$ cat src/rtl/core/irpd_pkg.sv
// Package for the IR UART packet decoder.
// Holds the limits, field widths, codes and item types shared by all blocks.
// It depends on nothing else.
package irpd_pkg;

    localparam int EDGE_LIMIT = 512;
    localparam int BIT_LIMIT  = 2048;
    localparam int BYTE_LIMIT = 32;

    localparam int RUN_MAX    = 16;
    localparam int PAD_BITS   = 8;
    localparam int LEAD_LEN   = 10;
    localparam int PAY_LEN    = 6;
    localparam int PACKET_MIN = 16;
    localparam int TOTAL_MAX  = 63;

    localparam int BP_W        = 14;
    localparam int MIN_EDGES_W = 10;
    localparam int DUR_W       = 16;
    localparam int CFG_W       = 14;
    localparam int CFG_IDX_W   = 1;
    localparam int TOTAL_W     = 6;

    localparam int EDGE_W    = $clog2(EDGE_LIMIT + 1);
    localparam int BIT_W     = $clog2(BIT_LIMIT + 1);
    localparam int BYTE_W    = $clog2(BYTE_LIMIT + 1);
    localparam int RUN_W     = $clog2(RUN_MAX + 1);
    localparam int DIV_STEPS = $clog2(RUN_MAX);
    localparam int STEP_W    = $clog2(DIV_STEPS + 1);
    localparam int REM_W     = DUR_W + 1;
    localparam int DIVS_W    = BP_W + DIV_STEPS;
    localparam int CMP_W     = (EDGE_W > MIN_EDGES_W ? EDGE_W : MIN_EDGES_W) + 1;
    localparam int SAT_W     = BYTE_W > TOTAL_W ? BYTE_W : TOTAL_W;
    localparam int LEAD_IDX_W = $clog2(LEAD_LEN);

    localparam int QUEUE_DEPTH = 4;
    localparam int QPTR_W      = $clog2(QUEUE_DEPTH);
    localparam int QCNT_W      = $clog2(QUEUE_DEPTH + 1);

    localparam logic [CFG_IDX_W-1:0] REG_BIT_PERIOD = 1'b0;
    localparam logic [CFG_IDX_W-1:0] REG_MIN_EDGES  = 1'b1;

    localparam logic [BP_W-1:0]        BIT_PERIOD_RESET = 14'd800;
    localparam logic [MIN_EDGES_W-1:0] MIN_EDGES_RESET  = 10'd30;

    localparam logic ACT_INTERVAL = 1'b0;
    localparam logic ACT_END      = 1'b1;

    localparam logic [1:0] STATUS_OK      = 2'd0;
    localparam logic [1:0] STATUS_NOISE   = 2'd1;
    localparam logic [1:0] STATUS_SHORT   = 2'd2;
    localparam logic [1:0] STATUS_BAD_SUM = 2'd3;

    localparam logic [7:0] LEAD_PATTERN [LEAD_LEN] = '{
        8'h5A, 8'hA5, 8'h80, 8'h7F, 8'h40, 8'hBF, 8'h20, 8'hDF, 8'h10, 8'hCC
    };

    typedef struct packed {
        logic             is_end;
        logic             noise;
        logic             level;
        logic [RUN_W-1:0] run_len;
    } q_entry_t;

    typedef struct packed {
        logic [1:0]         status;
        logic               preamble_ok;
        logic [TOTAL_W-1:0] byte_total;
        logic [7:0]         command_flags;
        logic [7:0]         fan_speed;
        logic [7:0]         setpoint_f;
        logic [7:0]         extra_a;
        logic [7:0]         extra_b;
        logic [7:0]         checksum_got;
        logic [7:0]         checksum_calc;
    } result_t;

endpackage

$ cat src/rtl/core/irpd_if.sv
// Valid/ready channel interfaces of the IR UART packet decoder.
// Depends on irpd_pkg for the field widths.
interface irpd_in_if import irpd_pkg::*; ();
    logic             valid;
    logic             ready;
    logic             action;
    logic             level;
    logic [DUR_W-1:0] duration_us;

    modport source (output valid, output action, output level, output duration_us,
                    input ready);
    modport sink (input valid, input action, input level, input duration_us,
                  output ready);
endinterface

interface irpd_out_if import irpd_pkg::*; ();
    logic               valid;
    logic               ready;
    logic [1:0]         status;
    logic               preamble_ok;
    logic [TOTAL_W-1:0] byte_total;
    logic [7:0]         command_flags;
    logic [7:0]         fan_speed;
    logic [7:0]         setpoint_f;
    logic [7:0]         extra_a;
    logic [7:0]         extra_b;
    logic [7:0]         checksum_got;
    logic [7:0]         checksum_calc;

    modport source (output valid, output status, output preamble_ok, output byte_total,
                    output command_flags, output fan_speed, output setpoint_f,
                    output extra_a, output extra_b, output checksum_got,
                    output checksum_calc, input ready);
    modport sink (input valid, input status, input preamble_ok, input byte_total,
                  input command_flags, input fan_speed, input setpoint_f,
                  input extra_a, input extra_b, input checksum_got,
                  input checksum_calc, output ready);
endinterface

$ cat src/rtl/core/irpd_front.sv
// Front end: accepts interval items, counts edges and rounds each duration
// to a run length with a restoring divider. Depends on irpd_pkg and irpd_if.
module irpd_front import irpd_pkg::*; (
    input  logic                   clk,
    input  logic                   rst_n,
    irpd_in_if.sink                interval,
    input  logic [BP_W-1:0]        bit_period_us,
    input  logic [MIN_EDGES_W-1:0] min_edges,
    output logic                   q_valid,
    input  logic                   q_ready,
    output q_entry_t               q_data
);

    typedef enum logic [2:0] {
        F_IDLE = 3'b001,
        F_DIV  = 3'b010,
        F_PUSH = 3'b100
    } front_state_t;

    front_state_t         state_reg, state_next;
    logic [EDGE_W-1:0]    edge_total_reg, edge_total_next;
    logic [REM_W-1:0]     rem_reg, rem_next;
    logic [DIV_STEPS-1:0] quot_reg, quot_next;
    logic [STEP_W-1:0]    step_reg, step_next;
    q_entry_t             entry_reg, entry_next;

    logic [DIVS_W-1:0]    divisor;
    logic                 div_ge;
    logic [DIV_STEPS-1:0] quot_tmp;

    assign divisor = {{(DIVS_W-BP_W){1'b0}}, bit_period_us} << step_reg;
    assign div_ge  = {{(DIVS_W-REM_W){1'b0}}, rem_reg} >= divisor;

    assign interval.ready = (state_reg == F_IDLE);
    assign q_valid        = (state_reg == F_PUSH);
    assign q_data         = entry_reg;

    always_comb
    begin
        state_next      = state_reg;
        edge_total_next = edge_total_reg;
        rem_next        = rem_reg;
        quot_next       = quot_reg;
        step_next       = step_reg;
        entry_next      = entry_reg;
        quot_tmp        = quot_reg;
        case (state_reg)
            F_IDLE:
            begin
                if (interval.valid)
                begin
                    if (interval.action == ACT_END)
                    begin
                        entry_next.is_end  = 1'b1;
                        entry_next.level   = 1'b1;
                        entry_next.run_len = RUN_W'(PAD_BITS);
                        entry_next.noise   = (CMP_W'(edge_total_reg) + CMP_W'(1))
                                             < CMP_W'(min_edges);
                        edge_total_next    = '0;
                        state_next         = F_PUSH;
                    end
                    else if (edge_total_reg < EDGE_W'(EDGE_LIMIT - 1))
                    begin
                        edge_total_next  = edge_total_reg + EDGE_W'(1);
                        entry_next.is_end = 1'b0;
                        entry_next.noise  = 1'b0;
                        entry_next.level  = interval.level;
                        if (bit_period_us == '0)
                        begin
                            entry_next.run_len = RUN_W'(RUN_MAX);
                            state_next         = F_PUSH;
                        end
                        else
                        begin
                            rem_next   = {1'b0, interval.duration_us}
                                         + REM_W'(bit_period_us >> 1);
                            quot_next  = '0;
                            step_next  = STEP_W'(DIV_STEPS);
                            state_next = F_DIV;
                        end
                    end
                end
            end
            F_DIV:
            begin
                if (step_reg == STEP_W'(DIV_STEPS))
                begin
                    if (div_ge)
                    begin
                        entry_next.run_len = RUN_W'(RUN_MAX);
                        state_next         = F_PUSH;
                    end
                    else
                    begin
                        step_next = step_reg - STEP_W'(1);
                    end
                end
                else
                begin
                    if (div_ge)
                    begin
                        rem_next = rem_reg - divisor[REM_W-1:0];
                        quot_tmp = quot_reg | (DIV_STEPS'(1) << step_reg);
                    end
                    quot_next = quot_tmp;
                    if (step_reg == '0)
                    begin
                        entry_next.run_len = (quot_tmp == '0) ? RUN_W'(1) : RUN_W'(quot_tmp);
                        state_next         = F_PUSH;
                    end
                    else
                    begin
                        step_next = step_reg - STEP_W'(1);
                    end
                end
            end
            F_PUSH:
            begin
                if (q_ready)
                begin
                    state_next = F_IDLE;
                end
            end
            default:
            begin
                state_next = F_IDLE;
            end
        endcase
    end

    always_ff @(posedge clk or negedge rst_n)
    begin
        if (!rst_n)
        begin
            state_reg      <= F_IDLE;
            edge_total_reg <= '0;
        end
        else
        begin
            state_reg      <= state_next;
            edge_total_reg <= edge_total_next;
        end
    end

    always_ff @(posedge clk)
    begin
        rem_reg   <= rem_next;
        quot_reg  <= quot_next;
        step_reg  <= step_next;
        entry_reg <= entry_next;
    end

endmodule

$ cat src/rtl/core/irpd_queue.sv
// Short queue of classified items between the front and back ends.
// Depends on irpd_pkg for the entry type and depth.
module irpd_queue import irpd_pkg::*; (
    input  logic     clk,
    input  logic     rst_n,
    input  logic     push_valid,
    output logic     push_ready,
    input  q_entry_t push_data,
    output logic     pop_valid,
    input  logic     pop_ready,
    output q_entry_t pop_data
);

    q_entry_t          slot_reg [QUEUE_DEPTH];
    logic [QPTR_W-1:0] wr_ptr_reg, wr_ptr_next;
    logic [QPTR_W-1:0] rd_ptr_reg, rd_ptr_next;
    logic [QCNT_W-1:0] count_reg, count_next;
    logic              do_push;
    logic              do_pop;

    assign push_ready = count_reg < QCNT_W'(QUEUE_DEPTH);
    assign pop_valid  = count_reg != '0;
    assign pop_data   = slot_reg[rd_ptr_reg];
    assign do_push    = push_valid && push_ready;
    assign do_pop     = pop_valid && pop_ready;

    always_comb
    begin
        wr_ptr_next = wr_ptr_reg;
        rd_ptr_next = rd_ptr_reg;
        count_next  = count_reg;
        if (do_push)
        begin
            wr_ptr_next = (wr_ptr_reg == QPTR_W'(QUEUE_DEPTH - 1)) ? '0
                          : wr_ptr_reg + QPTR_W'(1);
        end
        if (do_pop)
        begin
            rd_ptr_next = (rd_ptr_reg == QPTR_W'(QUEUE_DEPTH - 1)) ? '0
                          : rd_ptr_reg + QPTR_W'(1);
        end
        if (do_push && !do_pop)
        begin
            count_next = count_reg + QCNT_W'(1);
        end
        else if (do_pop && !do_push)
        begin
            count_next = count_reg - QCNT_W'(1);
        end
    end

    always_ff @(posedge clk or negedge rst_n)
    begin
        if (!rst_n)
        begin
            wr_ptr_reg <= '0;
            rd_ptr_reg <= '0;
            count_reg  <= '0;
        end
        else
        begin
            wr_ptr_reg <= wr_ptr_next;
            rd_ptr_reg <= rd_ptr_next;
            count_reg  <= count_next;
        end
    end

    always_ff @(posedge clk)
    begin
        if (do_push)
        begin
            slot_reg[wr_ptr_reg] <= push_data;
        end
    end

endmodule

$ cat src/rtl/core/irpd_back.sv
// Back end: expands runs into bits one per cycle, deframes UART bytes and
// forms the packet verdict in an output register. Depends on irpd_pkg, irpd_if.
module irpd_back import irpd_pkg::*; (
    input  logic       clk,
    input  logic       rst_n,
    input  logic       q_valid,
    output logic       q_ready,
    input  q_entry_t   q_data,
    irpd_out_if.source verdict
);

    typedef enum logic [3:0] {
        B_IDLE = 4'b0001,
        B_RUN  = 4'b0010,
        B_PAD  = 4'b0100,
        B_OUT  = 4'b1000
    } back_state_t;

    back_state_t       state_reg, state_next;
    logic [BIT_W-1:0]  bit_total_reg, bit_total_next;
    logic              phase_reg, phase_next;
    logic [2:0]        dbi_reg, dbi_next;
    logic [7:0]        shift_reg, shift_next;
    logic [BYTE_W-1:0] byte_idx_reg, byte_idx_next;
    logic              match_reg, match_next;
    logic [7:0]        xor_reg, xor_next;
    logic [7:0]        pay_reg [PAY_LEN];
    logic [7:0]        pay_next [PAY_LEN];
    logic [RUN_W-1:0]  cnt_reg, cnt_next;
    logic              level_reg, level_next;
    logic              noise_reg, noise_next;
    logic              out_valid_reg, out_valid_next;
    result_t           res_reg, res_next;

    logic              do_bit;
    logic              bit_val;
    logic              clear;
    logic [7:0]        byte_val;
    logic [SAT_W-1:0]  total_wide;

    assign q_ready = (state_reg == B_IDLE);

    assign verdict.valid         = out_valid_reg;
    assign verdict.status        = res_reg.status;
    assign verdict.preamble_ok   = res_reg.preamble_ok;
    assign verdict.byte_total    = res_reg.byte_total;
    assign verdict.command_flags = res_reg.command_flags;
    assign verdict.fan_speed     = res_reg.fan_speed;
    assign verdict.setpoint_f    = res_reg.setpoint_f;
    assign verdict.extra_a       = res_reg.extra_a;
    assign verdict.extra_b       = res_reg.extra_b;
    assign verdict.checksum_got  = res_reg.checksum_got;
    assign verdict.checksum_calc = res_reg.checksum_calc;

    assign total_wide = SAT_W'(byte_idx_reg);

    always_comb
    begin
        state_next     = state_reg;
        cnt_next       = cnt_reg;
        level_next     = level_reg;
        noise_next     = noise_reg;
        out_valid_next = out_valid_reg && !verdict.ready;
        res_next       = res_reg;
        do_bit         = 1'b0;
        bit_val        = level_reg;
        clear          = 1'b0;
        case (state_reg)
            B_IDLE:
            begin
                if (q_valid)
                begin
                    level_next = q_data.level;
                    cnt_next   = q_data.run_len;
                    noise_next = q_data.noise;
                    if (q_data.is_end)
                    begin
                        state_next = q_data.noise ? B_OUT : B_PAD;
                    end
                    else if (bit_total_reg < BIT_W'(BIT_LIMIT - PAD_BITS))
                    begin
                        state_next = B_RUN;
                    end
                end
            end
            B_RUN, B_PAD:
            begin
                if (bit_total_reg < BIT_W'(BIT_LIMIT))
                begin
                    do_bit   = 1'b1;
                    cnt_next = cnt_reg - RUN_W'(1);
                end
                if (bit_total_reg >= BIT_W'(BIT_LIMIT) || cnt_reg == RUN_W'(1))
                begin
                    state_next = (state_reg == B_PAD) ? B_OUT : B_IDLE;
                end
            end
            B_OUT:
            begin
                if (!out_valid_reg || verdict.ready)
                begin
                    out_valid_next = 1'b1;
                    clear          = 1'b1;
                    state_next     = B_IDLE;
                    res_next       = '0;
                    if (noise_reg)
                    begin
                        res_next.status = STATUS_NOISE;
                    end
                    else
                    begin
                        if (byte_idx_reg < BYTE_W'(PACKET_MIN))
                        begin
                            res_next.status = STATUS_SHORT;
                        end
                        else if (xor_reg != pay_reg[PAY_LEN-1])
                        begin
                            res_next.status = STATUS_BAD_SUM;
                        end
                        else
                        begin
                            res_next.status = STATUS_OK;
                        end
                        res_next.preamble_ok = match_reg
                                               && (byte_idx_reg >= BYTE_W'(LEAD_LEN));
                        res_next.byte_total = (total_wide > SAT_W'(TOTAL_MAX))
                                              ? TOTAL_W'(TOTAL_MAX) : TOTAL_W'(total_wide);
                        res_next.command_flags = pay_reg[0];
                        res_next.fan_speed     = pay_reg[1];
                        res_next.setpoint_f    = pay_reg[2];
                        res_next.extra_a       = pay_reg[3];
                        res_next.extra_b       = pay_reg[4];
                        res_next.checksum_got  = pay_reg[5];
                        res_next.checksum_calc = xor_reg;
                    end
                end
            end
            default:
            begin
                state_next = B_IDLE;
            end
        endcase
    end

    always_comb
    begin
        bit_total_next = bit_total_reg;
        phase_next     = phase_reg;
        dbi_next       = dbi_reg;
        shift_next     = shift_reg;
        byte_idx_next  = byte_idx_reg;
        match_next     = match_reg;
        xor_next       = xor_reg;
        byte_val       = shift_reg | (8'(bit_val) << dbi_reg);
        for (int i = 0; i < PAY_LEN; i++)
        begin
            pay_next[i] = pay_reg[i];
        end
        if (clear)
        begin
            bit_total_next = '0;
            phase_next     = 1'b0;
            dbi_next       = '0;
            shift_next     = '0;
            byte_idx_next  = '0;
            match_next     = 1'b1;
            xor_next       = '0;
            for (int i = 0; i < PAY_LEN; i++)
            begin
                pay_next[i] = '0;
            end
        end
        else if (do_bit)
        begin
            bit_total_next = bit_total_reg + BIT_W'(1);
            if (byte_idx_reg < BYTE_W'(BYTE_LIMIT))
            begin
                if (!phase_reg)
                begin
                    if (!bit_val)
                    begin
                        phase_next = 1'b1;
                        dbi_next   = '0;
                        shift_next = '0;
                    end
                end
                else if (dbi_reg == 3'd7)
                begin
                    if (byte_idx_reg < BYTE_W'(LEAD_LEN)
                        && byte_val != LEAD_PATTERN[byte_idx_reg[LEAD_IDX_W-1:0]])
                    begin
                        match_next = 1'b0;
                    end
                    for (int i = 0; i < PAY_LEN; i++)
                    begin
                        if (byte_idx_reg == BYTE_W'(LEAD_LEN + i))
                        begin
                            pay_next[i] = byte_val;
                        end
                    end
                    if (byte_idx_reg >= BYTE_W'(LEAD_LEN)
                        && byte_idx_reg < BYTE_W'(LEAD_LEN + PAY_LEN - 1))
                    begin
                        xor_next = xor_reg ^ byte_val;
                    end
                    byte_idx_next = byte_idx_reg + BYTE_W'(1);
                    phase_next    = 1'b0;
                    dbi_next      = '0;
                    shift_next    = '0;
                end
                else
                begin
                    shift_next = byte_val;
                    dbi_next   = dbi_reg + 3'd1;
                end
            end
        end
    end

    always_ff @(posedge clk or negedge rst_n)
    begin
        if (!rst_n)
        begin
            state_reg     <= B_IDLE;
            bit_total_reg <= '0;
            phase_reg     <= 1'b0;
            dbi_reg       <= '0;
            shift_reg     <= '0;
            byte_idx_reg  <= '0;
            match_reg     <= 1'b1;
            xor_reg       <= '0;
            out_valid_reg <= 1'b0;
            for (int i = 0; i < PAY_LEN; i++)
            begin
                pay_reg[i] <= '0;
            end
        end
        else
        begin
            state_reg     <= state_next;
            bit_total_reg <= bit_total_next;
            phase_reg     <= phase_next;
            dbi_reg       <= dbi_next;
            shift_reg     <= shift_next;
            byte_idx_reg  <= byte_idx_next;
            match_reg     <= match_next;
            xor_reg       <= xor_next;
            out_valid_reg <= out_valid_next;
            for (int i = 0; i < PAY_LEN; i++)
            begin
                pay_reg[i] <= pay_next[i];
            end
        end
    end

    always_ff @(posedge clk)
    begin
        cnt_reg   <= cnt_next;
        level_reg <= level_next;
        noise_reg <= noise_next;
        res_reg   <= res_next;
    end

endmodule

$ cat src/rtl/core/ir_uart_packet_decoder.sv
// IR UART packet decoder, top level with the configuration registers.
// Depends on irpd_pkg, irpd_if, irpd_front, irpd_queue and irpd_back.
//
// The interval channel takes (action, level, duration_us) items. An edge
// interval is rounded to a run of 1 to 16 bit periods; an end-of-burst item
// yields exactly one verdict item on the verdict channel, intervals none.
// The front end accepts an interval, rounds it in a five-step restoring
// divider (skipped when bit_period_us is zero) and pushes it into a
// four-entry queue. The back end pops an entry when idle and shifts one bit
// a cycle into the deframer until the run is spent. An end-of-burst item
// shifts 8 padding bits before the verdict register is loaded; a noise
// burst skips the padding. The bit shifter sets the sustained rate.
// Reset loads bit_period_us = 800 and min_edges = 30 and clears all burst
// state at once. A stalled verdict holds in its output register; the back
// end then waits with the next verdict, the queue fills and interval.ready
// falls. Configuration is written through cfg_we, cfg_index and cfg_wdata.
module ir_uart_packet_decoder import irpd_pkg::*; (
    input  logic                 clk,
    input  logic                 rst_n,
    irpd_in_if.sink              interval,
    irpd_out_if.source           verdict,
    input  logic                 cfg_we,
    input  logic [CFG_IDX_W-1:0] cfg_index,
    input  logic [CFG_W-1:0]     cfg_wdata
);

    logic [BP_W-1:0]        bit_period_reg, bit_period_next;
    logic [MIN_EDGES_W-1:0] min_edges_reg, min_edges_next;

    logic     fq_valid;
    logic     fq_ready;
    q_entry_t fq_data;
    logic     qb_valid;
    logic     qb_ready;
    q_entry_t qb_data;

    always_comb
    begin
        bit_period_next = bit_period_reg;
        min_edges_next  = min_edges_reg;
        if (cfg_we)
        begin
            case (cfg_index)
                REG_BIT_PERIOD: bit_period_next = cfg_wdata[BP_W-1:0];
                REG_MIN_EDGES:  min_edges_next  = cfg_wdata[MIN_EDGES_W-1:0];
                default:        bit_period_next = bit_period_reg;
            endcase
        end
    end

    always_ff @(posedge clk or negedge rst_n)
    begin
        if (!rst_n)
        begin
            bit_period_reg <= BIT_PERIOD_RESET;
            min_edges_reg  <= MIN_EDGES_RESET;
        end
        else
        begin
            bit_period_reg <= bit_period_next;
            min_edges_reg  <= min_edges_next;
        end
    end

    irpd_front u_front (
        .clk           (clk),
        .rst_n         (rst_n),
        .interval      (interval),
        .bit_period_us (bit_period_reg),
        .min_edges     (min_edges_reg),
        .q_valid       (fq_valid),
        .q_ready       (fq_ready),
        .q_data        (fq_data)
    );

    irpd_queue u_queue (
        .clk        (clk),
        .rst_n      (rst_n),
        .push_valid (fq_valid),
        .push_ready (fq_ready),
        .push_data  (fq_data),
        .pop_valid  (qb_valid),
        .pop_ready  (qb_ready),
        .pop_data   (qb_data)
    );

    irpd_back u_back (
        .clk     (clk),
        .rst_n   (rst_n),
        .q_valid (qb_valid),
        .q_ready (qb_ready),
        .q_data  (qb_data),
        .verdict (verdict)
    );

`ifndef SYNTHESIS
    a_run_len_range: assert property (@(posedge clk) disable iff (!rst_n)
        (qb_valid && !qb_data.is_end) |->
        (qb_data.run_len >= RUN_W'(1) && qb_data.run_len <= RUN_W'(RUN_MAX)))
        else $error("run length out of range in queue");

    a_noise_fields_zero: assert property (@(posedge clk) disable iff (!rst_n)
        (verdict.valid && verdict.status == STATUS_NOISE) |->
        (verdict.byte_total == '0 && !verdict.preamble_ok && verdict.checksum_calc == '0))
        else $error("noise verdict carries packet fields");

    a_preamble_needs_bytes: assert property (@(posedge clk) disable iff (!rst_n)
        (verdict.valid && verdict.preamble_ok) |->
        (verdict.byte_total >= TOTAL_W'(LEAD_LEN)))
        else $error("preamble reported with too few bytes");

    a_byte_total_limit: assert property (@(posedge clk) disable iff (!rst_n)
        verdict.valid |-> (verdict.byte_total <= TOTAL_W'(BYTE_LIMIT)))
        else $error("byte total beyond byte limit");

    a_short_status: assert property (@(posedge clk) disable iff (!rst_n)
        (verdict.valid && verdict.status != STATUS_NOISE
         && verdict.byte_total < TOTAL_W'(PACKET_MIN)) |->
        (verdict.status == STATUS_SHORT))
        else $error("short packet not flagged");
`endif

endmodule

$ cat src/flat_wrapper.sv
// flat-port wrapper written by rule: the top's interface ports become plain ports
module ir_uart_packet_decoder_flat import irpd_pkg::*;
  (clk, rst_n, cfg_we, cfg_index, cfg_wdata, interval_valid, interval_action, interval_level, interval_duration_us, interval_ready, verdict_valid, verdict_status, verdict_preamble_ok, verdict_byte_total, verdict_command_flags, verdict_fan_speed, verdict_setpoint_f, verdict_extra_a, verdict_extra_b, verdict_checksum_got, verdict_checksum_calc, verdict_ready);
  irpd_in_if interval_i ();
  irpd_out_if verdict_i ();
  input  logic clk;
  input  logic rst_n;
  input  logic cfg_we;
  input  logic [CFG_IDX_W-1:0] cfg_index;
  input  logic [CFG_W-1:0] cfg_wdata;
  input wire logic [$bits(interval_i.valid)-1:0] interval_valid;
  input wire logic [$bits(interval_i.action)-1:0] interval_action;
  input wire logic [$bits(interval_i.level)-1:0] interval_level;
  input wire logic [$bits(interval_i.duration_us)-1:0] interval_duration_us;
  output wire logic [$bits(interval_i.ready)-1:0] interval_ready;
  output wire logic [$bits(verdict_i.valid)-1:0] verdict_valid;
  output wire logic [$bits(verdict_i.status)-1:0] verdict_status;
  output wire logic [$bits(verdict_i.preamble_ok)-1:0] verdict_preamble_ok;
  output wire logic [$bits(verdict_i.byte_total)-1:0] verdict_byte_total;
  output wire logic [$bits(verdict_i.command_flags)-1:0] verdict_command_flags;
  output wire logic [$bits(verdict_i.fan_speed)-1:0] verdict_fan_speed;
  output wire logic [$bits(verdict_i.setpoint_f)-1:0] verdict_setpoint_f;
  output wire logic [$bits(verdict_i.extra_a)-1:0] verdict_extra_a;
  output wire logic [$bits(verdict_i.extra_b)-1:0] verdict_extra_b;
  output wire logic [$bits(verdict_i.checksum_got)-1:0] verdict_checksum_got;
  output wire logic [$bits(verdict_i.checksum_calc)-1:0] verdict_checksum_calc;
  input wire logic [$bits(verdict_i.ready)-1:0] verdict_ready;
  assign interval_i.valid = interval_valid;
  assign interval_i.action = interval_action;
  assign interval_i.level = interval_level;
  assign interval_i.duration_us = interval_duration_us;
  assign interval_ready = interval_i.ready;
  assign verdict_valid = verdict_i.valid;
  assign verdict_status = verdict_i.status;
  assign verdict_preamble_ok = verdict_i.preamble_ok;
  assign verdict_byte_total = verdict_i.byte_total;
  assign verdict_command_flags = verdict_i.command_flags;
  assign verdict_fan_speed = verdict_i.fan_speed;
  assign verdict_setpoint_f = verdict_i.setpoint_f;
  assign verdict_extra_a = verdict_i.extra_a;
  assign verdict_extra_b = verdict_i.extra_b;
  assign verdict_checksum_got = verdict_i.checksum_got;
  assign verdict_checksum_calc = verdict_i.checksum_calc;
  assign verdict_i.ready = verdict_ready;
  ir_uart_packet_decoder u_core (.clk(clk), .rst_n(rst_n), .interval(interval_i), .verdict(verdict_i), .cfg_we(cfg_we), .cfg_index(cfg_index), .cfg_wdata(cfg_wdata));
endmodule
$ cat config.mk
export PLATFORM = sky130hd
export DESIGN_NAME = ir_uart_packet_decoder_flat
export DESIGN_NICKNAME = d
export VERILOG_FILES = /design/src/rtl/core/irpd_pkg.sv /design/src/rtl/core/irpd_if.sv /design/src/rtl/core/irpd_front.sv /design/src/rtl/core/irpd_queue.sv /design/src/rtl/core/irpd_back.sv /design/src/rtl/core/ir_uart_packet_decoder.sv /design/src/flat_wrapper.sv
export SDC_FILE = /design/constraint.sdc
export NUM_CORES = 1
export LEC_CHECK = 0
export ABC_AREA = 1
export BUFFER_PORTS_ARGS = -buffer_cell sky130_fd_sc_hd__buf_2
export CAP_MARGIN = 25
export CORE_AREA = 5 5 194 196
export DETAILED_ROUTE_END_ITERATION = 10
export DIE_AREA = 0 0 199 201
export PLACE_DENSITY = 0.65
export SETUP_SLACK_MARGIN = 0.4
export SKIP_LAST_GASP = 1
export SLEW_MARGIN = 30
export SYNTH_ARGS = -nofsm -noshare
export SYNTH_HDL_FRONTEND = slang
export SYNTH_SLANG_ARGS = --single-unit
export TNS_END_PERCENT = 5
$ cat constraint.sdc
create_clock -name clk -period 3.9 [get_ports clk]
set_input_delay 0.585 -clock clk [delete_from_list [all_inputs] [get_ports clk]]
set_output_delay 0.585 -clock clk [all_outputs]
set_load 0.01 [all_outputs]
# After elaboration in Yosys (flattened, before gate mapping)
# Memory sizes are Yosys's and may differ from the RTL's.
# Cells that the tools add are included.
dict set report word_totals {
  wordCells 296
  input_bits 38
  ram_bits 32
  ff_bits 240
  memories 2
  rom_bits 128
  out_inout_bits 67
}
# name words word_bits read_ports rd_clocked_by_memory_dff wr line
set memory_table {}
lappend memory_table {{(name not given)} 16 8 1 0 0 irpd_back.sv:190} ;# && byte_val != LEAD_PATTERN[byte_idx_reg[LEAD_IDX_W-1:0]])
lappend memory_table {u_core.u_queue.slot_reg 4 8 1 0 1 irpd_queue.sv:14} ;# q_entry_t slot_reg [QUEUE_DEPTH];
dict set report op_classes {
  shifts 3
  reduce_logical 58
  bitwise 5
  muxes 120
  n_lt_le_gt_ge 14
  n_eq_ne 39
  addsub 13
}
# cell n
set op_table {}
lappend op_table {{48-bit two-way mux} 5}
lappend op_table {{8-bit two-way mux} 21}
lappend op_table {{17-bit two-way mux} 6}
lappend op_table {{3-bit two-way mux} 23}
lappend op_table {{4-bit two-way mux} 16}
lappend op_table {{5-bit AND reduction} 9}
lappend op_table {{6-bit by 4-bit equality test with 1-bit output (second input constant)} 6}
lappend op_table {{6-bit two-way mux} 6}
lappend op_table {{5-bit two-way mux} 7}
lappend op_table {{17-bit one-hot mux with 2 select lines} 1}
lappend op_table {{2-bit nonzero test} 16}
lappend op_table {{12-bit two-way mux} 2}
lappend op_table {{1-bit two-way mux} 20}
lappend op_table {{10-bit two-way mux} 2}
lappend op_table {{5-bit one-hot mux with 2 select lines} 2}
lappend op_table {{17-bit by 18-bit >= comparator with 1-bit output} 1}
lappend op_table {{2-bit != test (second input constant)} 9}
lappend op_table {{14-bit by 3-bit left shift with 18-bit output} 1}
lappend op_table {{16-bit by 13-bit adder with 17-bit output} 1}
lappend op_table {{17-bit subtractor} 1}
lappend op_table {{8-bit != test} 2}
lappend op_table {{14-bit zero test} 1}
lappend op_table {{7-bit AND reduction} 2}
lappend op_table {{12-bit by 1-bit adder with 12-bit output (second input constant)} 1}
lappend op_table {{55 further kinds} 91}

# Longest topological paths before layout
dict set report depth {
  depth_word 12
  mapped_depth 23
  depth_no_buf 22
}

# By module
# A second synthesis with hierarchy kept.
dict set report hier_totals {
  hier_cells 1654
  hier_area_um2 14566.5
}
# module instances cells_each area_each_um2 seq_area_each_um2
set modules_own_cells {}
lappend modules_own_cells {irpd_back 1 786 7393.3 4466.8}
lappend modules_own_cells {irpd_front 1 615 4461.8 1287.5}
lappend modules_own_cells {irpd_queue 1 148 1734.2 1136.1}
lappend modules_own_cells {ir_uart_packet_decoder 1 105 977.2 609.3}

# Worst setup path after synthesis
# No wires, ideal clock.
dict set report synth_path {
  path_kind {register to register}
  startpoint {register u_core.u_front.step_reg[0]}
  endpoint {register u_core.u_front.rem_reg[0], enable pin}
  arrival_time_ps 2689
  stages_incl_launch_ff 17
  slack_ps 842
  required_time_ps 3531
  n_path_buf 1
  setup_ps 369
  synth_period_minus_slack_ps 3058
  cell_sequence {edfxtp_1 clkbuf_1 nand2_1 nand3_1 o21ai_0 or2_2 ha_1 nand2_1 nand2_1 nand2_1 nand2_1 nand2_1 nand3_1 nand3_1 nand3_1 o21ai_0 inv_1}
}
dict set report synth_between {
  elab_chain_len 4
  elab_cells_between_ends 6
  cone_classes {order compare (1); eq/ne (3); shift (1); reduce/logical (1)}
}
# item line
set synth_rtl {}
lappend synth_rtl {{start: declaration} irpd_front.sv:24} ;# logic [STEP_W-1:0] step_reg, step_next;
lappend synth_rtl {{start signal: assignment} irpd_front.sv:149} ;# step_reg <= step_next;
lappend synth_rtl {{14-bit by 3-bit left shift with 18-bit output} irpd_front.sv:31} ;# assign divisor = {{(DIVS_W-BP_W){1'b0}}, bit_period_us} << step_reg;
lappend synth_rtl {{17-bit by 18-bit >= comparator with 1-bit output} irpd_front.sv:32} ;# assign div_ge = {{(DIVS_W-REM_W){1'b0}}, rem_reg} >= divisor;
lappend synth_rtl {{2-bit != test (no source line)} -}
lappend synth_rtl {{7-bit AND reduction (no source line) *} -}
lappend synth_rtl {{end signal: assignment} irpd_front.sv:147} ;# rem_reg <= rem_next;
lappend synth_rtl {{end: declaration} irpd_front.sv:22} ;# logic [REM_W-1:0] rem_reg, rem_next;
# Mark *: on every way between the ends. The rest lies on a longest branch, timed or not.
# A chain may end at the register's enable or synchronous reset.

# Worst setup path in the final report
dict set report layout_path {
  startpoint {register u_core.u_front.step_reg[0]}
  endpoint {register u_core.u_front.rem_reg[9], data pin}
}
dict set report layout_between {
  elab_chain_len 5
}
# item line
set layout_rtl {}
lappend layout_rtl {{14-bit by 3-bit left shift with 18-bit output} irpd_front.sv:31}
lappend layout_rtl {{17-bit subtractor} irpd_front.sv:102} ;# rem_next = rem_reg - divisor[REM_W-1:0];
lappend layout_rtl {{17-bit two-way mux} irpd_front.sv:100} ;# if (div_ge)
lappend layout_rtl {{17-bit two-way mux} irpd_front.sv:86} ;# if (step_reg == STEP_W'(DIV_STEPS))
lappend layout_rtl {{17-bit one-hot mux with 2 select lines} irpd_front.sv:47} ;# case (state_reg)
lappend layout_rtl {{net u_core.u_front.rem_next[9]} irpd_front.sv:22}
# The timed path passes the listed nets, and every way through them passes these cells. The select of a mux whose other input is x is not followed.

==> summary by stage <==
STA
Based on the critical path, the design can be clocked at up to 310.7 MHz. The final count of hold timing violations is 0. The routed design could run at a clock period as short as about 3.2 ns. Clock skew on the completed layout was measured at 0.01191 ns.

The summed negative setup slack over all endpoints is 0 ns. Headroom to the max-slew limit came out at roughly two fifths. The setup violation total in the final timing report is 0. Setup repair after global routing could not meet its margin everywhere. The slew at the pin with the worst max-slew slack is slightly above 0.9 ns. The share of the clock period used by the worst path is between 80% and 90%. The number of max-slew violations in the final report is 0.

Floorplan
From bottom edge to top edge, the die measures about 200 microns. The cell row count is 70. 105 I/O pins were placed.

For this configuration, the core starts out at a cell density of 39.32%. The die extent in x is 199 microns. The die covers between 0.03 and 0.04 sq mm. The total core area is around 0.036 sq mm.

Yosys
The cell accounting for the most synthesized area is edfxtp_1. After technology mapping, the gate count stands at 1557. The average footprint of a synthesized cell is a little over 9 sq um.

The number of flops mapped to enable cells by yosys is about 140. The count of unique library cells instantiated by Yosys is 54. The share of synthesized flip-flops with an asynchronous set or reset is around 50%.

By area the synthesized netlist is led by edfxtp_1 29%, dfrtp_1 22%, nand2_1 8.0%. The portion of synthesized cell area occupied by the leading cell type is 28.93%. After synthesis the cells add up to about 0.014 sq mm.

The most common cell in the synthesized netlist is nand2_1. The commonest cells after synthesis are 302 x nand2_1, 225 x inv_1, 168 x nor2_1, 150 x o21ai_0, 136 x edfxtp_1. The post-synthesis net count is between 1500 and 2000. Among all flip-flop cells after synthesis, the most frequent one is edfxtp_1.

The register area share after synthesis is between 50 and 60%. The register bit count reported by yosys is between 200 and 300. The Yosys step of the flow raised 0 warnings.

Flow run
Max-cap violations in this run came to 0.

Drt
The topmost layer with routed signal wires is met4. Dividing the detail-routed wire length by the instance count gives roughly 15 microns. The detailed-route wire length on metal 1 is between 10000 and 15000 microns. The detailed-router iteration count before antenna repair is 5. Using the TritonRoute via totals, the vias-per-cell ratio works out to about 5. The routed length on met2 is ~15000 microns. After detailed routing, the number of remaining DRC violations is 0. The routed layout has ~11000 vias. Summed over all nets, wire length on met3 after detailed routing comes to 1278 microns.

In this run the remaining antenna-violating nets after routing total 0. The starting DRC count in detailed routing is roughly 640. The total wire length is approximately 32000 microns.

CTS
The tree built by TritonCTS fans out to 272 sinks. The deepest level of the CTS H-tree is 1. The CTS tree is yes. The clock passes through at most 3 buffers. The clock reaches the later pin of the worst-skew pair after between 0.5 and 0.6 ns. The number of clock buffers inserted by TritonCTS is 29. Clock-pin slew was measured on the worst setup and hold paths at roughly 0.070 ns. In this run the clock root is driven by a clkbuf_16.

Setup path
The signal on the critical path passes through buf_4 -> o21ai_0 -> nand2_1 -> o21ai_0 -> nand2_1 -> ha_1 -> nand2_1 -> o21ai_0 -> a21oi_1 -> o21ai_0 -> a21oi_1 -> xnor2_1 -> nand2_1 -> nand2_1. The data required time at the worst endpoint is 4.21 ns. The nature of the critical path startpoint is a flip-flop. The startpoint identified for the worst register-to-register timing path is u_core.u_front.step_reg[0]$_SDFFCE_PN0P_. For the worst setup path, the data arrival time is roughly 3.5 ns.

The slowest cell on the critical path is edfxtp_1. The critical-path maximum fanout is 8. Setup slack on the worst reg-to-reg path comes out at 0.68 ns. The maximum single-stage delay on the critical path is roughly 0.44 ns. The capture point of the worst reg-to-reg path is u_core.u_front.rem_reg[9]$_DFFE_PP_. The critical path in this run is classified as flip-flop to flip-flop. The worst-case reg-to-reg path depth is 14.

The cell seen most often among critical-path stages is nand2_1. The worst setup path is captured at a flip-flop.

Pwr
Summing internal, switching and leakage power gives around 11 mW. The static leakage is approximately 7.1 nW. The power density relative to cell area is 681.1 mW/mm^2. The worst-case vdd ir drop is approximately 0.36 mV.

Place
At the end of routability-driven placement, the weighted congestion stood at approximately 0.9. Port buffering added 104 buffers. After detailed placement, the total cell area comes to about 0.015 sq mm. The placed wire-length estimate after detailed placement is 23090 microns.

GRT
The via count of the first global-routing pass is between 10000 and 15000. The pin count of the biggest net entering global routing is 76. The remaining global-route overflow is 0. The global-route wire length before repair is 52140 microns. Global routing consumed, over all layers together, 15.61% of the routing resources. The initial antenna violation count is 0.

Outcome
The run finished with clean final reports.

Hold path
The type of the most critical hold path is input port to async pin.

Finish
The number of fill cells is ~3500. The number of antenna diodes in the final layout is 0. Cells fill 44.93% of the core in the end. The area growth from synthesis to layout is 14.28%. The share of post-route cells with drive strength above 1 is a little over an eighth. Summing all non-filler instances in the final layout gives an area of between 0.015 and 0.02 sq mm. The register with the most flip-flops in the layout has 48 of them. For this run, the post-layout net count is around 1800.
-- how the worst max path moves through the flow --
stage,from,to,slack [ns],cells after the start
after floorplan,u_core.u_front.step_reg[0]$_SDFFCE_PN0P_,u_core.u_front.rem_reg[0]$_DFFE_PP_,0.84,16
after global placement,u_core.u_front.step_reg[0]$_SDFFCE_PN0P_,u_core.u_front.q_data[0]$_SDFFCE_PP0P_,0.63,16
after detailed placement,u_core.u_front.step_reg[0]$_SDFFCE_PN0P_,u_core.u_front.q_data[2]$_SDFFCE_PP0P_,0.48,16
after CTS,u_core.u_front.step_reg[0]$_SDFFCE_PN0P_,u_core.u_front.q_data[2]$_SDFFCE_PP0P_,0.47,16
after global routing,u_core.u_front.step_reg[0]$_SDFFCE_PN0P_,u_core.u_front.rem_reg[7]$_DFFE_PP_,0.32,13
final,u_core.u_front.step_reg[0]$_SDFFCE_PN0P_,u_core.u_front.rem_reg[9]$_DFFE_PP_,0.68,14
-- final cells by class --
class | count | area, sq um | share of cell area (%)
Clock inverter | 14 | 81.33 | 0.5041
Tap cell | 468 | 585.6 | 3.629
Multi-Input combinational cell | 1015 | 5568 | 34.51
Timing Repair Buffer | 122 | 678.2 | 4.203
Inverter | 232 | 882.1 | 5.467
Clock buffer | 40 | 839.6 | 5.204
Sequential cell | 272 | 7500 | 46.48
-- cell usage in the layout, fill, tap and decap left out, drive strengths merged, types with 2 or more instances in the layout --
cell and count:
o22ai 20, nand2 307, nand3 62, dfstp 10
xor2 24, mux2 4, o21ai 184, nor4 7
ha 60, a31oi 14, o21bai 6, nor2 177
mux2i 2, buf 122, and2 2, edfxtp 136
o31ai 2, nand4 14, clkinv 12, fa 3
nand3b 2, a21o 6, xnor2 10, o2111ai 2
inv 232, clkbuf 40, clkinvlp 2, nor3 17
or2 6, a21oi 74, dfrtp 126
-- per-stage QoR --
step / hold WS [ns] / setup WS [ns] / cells
3_5_place_dp: 0.4591 / 0.4826 / 2103
2_1_floorplan: 0.2894 / 0.8419 / 1557
5_1_grt: 0.1074 / 0.3204 / 2163
6_report: 0.04854 / 0.6813 / 2163
3_3_place_gp: 0.4511 / 0.6301 / 2103
4_1_cts: 0.07637 / 0.4662 / 2157
-- timing repair --
action / CTS / global route
setup buffers: 0 / 6
endpoints found under the setup margin: 0 / 31
resized for setup: 0 / 6
hold buffers: 0 / 0
-- logic make-up after synthesis --
group / after synthesis / share of synthesized area [%]
compound gates: 315 / 12.82
buf+inv: 270 / 7.559
flops: 272 / 53.12
fa+ha+maj: 63 / 5.743
mux: 6 / 0.4608
xor+xnor: 34 / 2.109
simple gates: 597 / 18.19
-- critical path, delay by kind of cell, from the launching register on --
| kind | cells | cell delay (ns) |
|---|---|---|
| AOI/OAI and AO/OA | 6 | 1.41 |
| xor gates and xnor gates | 1 | 0.14 |
| adders and majority gates | 1 | 0.40 |
| buffers and inverters | 1 | 0.19 |
| DFF | 1 | 0.44 |
| and+or+nand+nor | 5 | 0.39 |
-- power by group --
part | leakage [nW] | internal, mW | switching [mW]
clock | 0.456 | 1.51 | 1.12
sequential | 3.02 | 3.84 | 0.446
combinational | 3.60 | 1.40 | 2.67
-- layer usage --
metal  up-vias  global-route usage [%]
li1       5408                       -
met5         -                       0
met2       217                   26.76
met3        52                   2.081
met4         0                   3.688
met1      4984                   21.05
(Power assumes the default switching activity.)
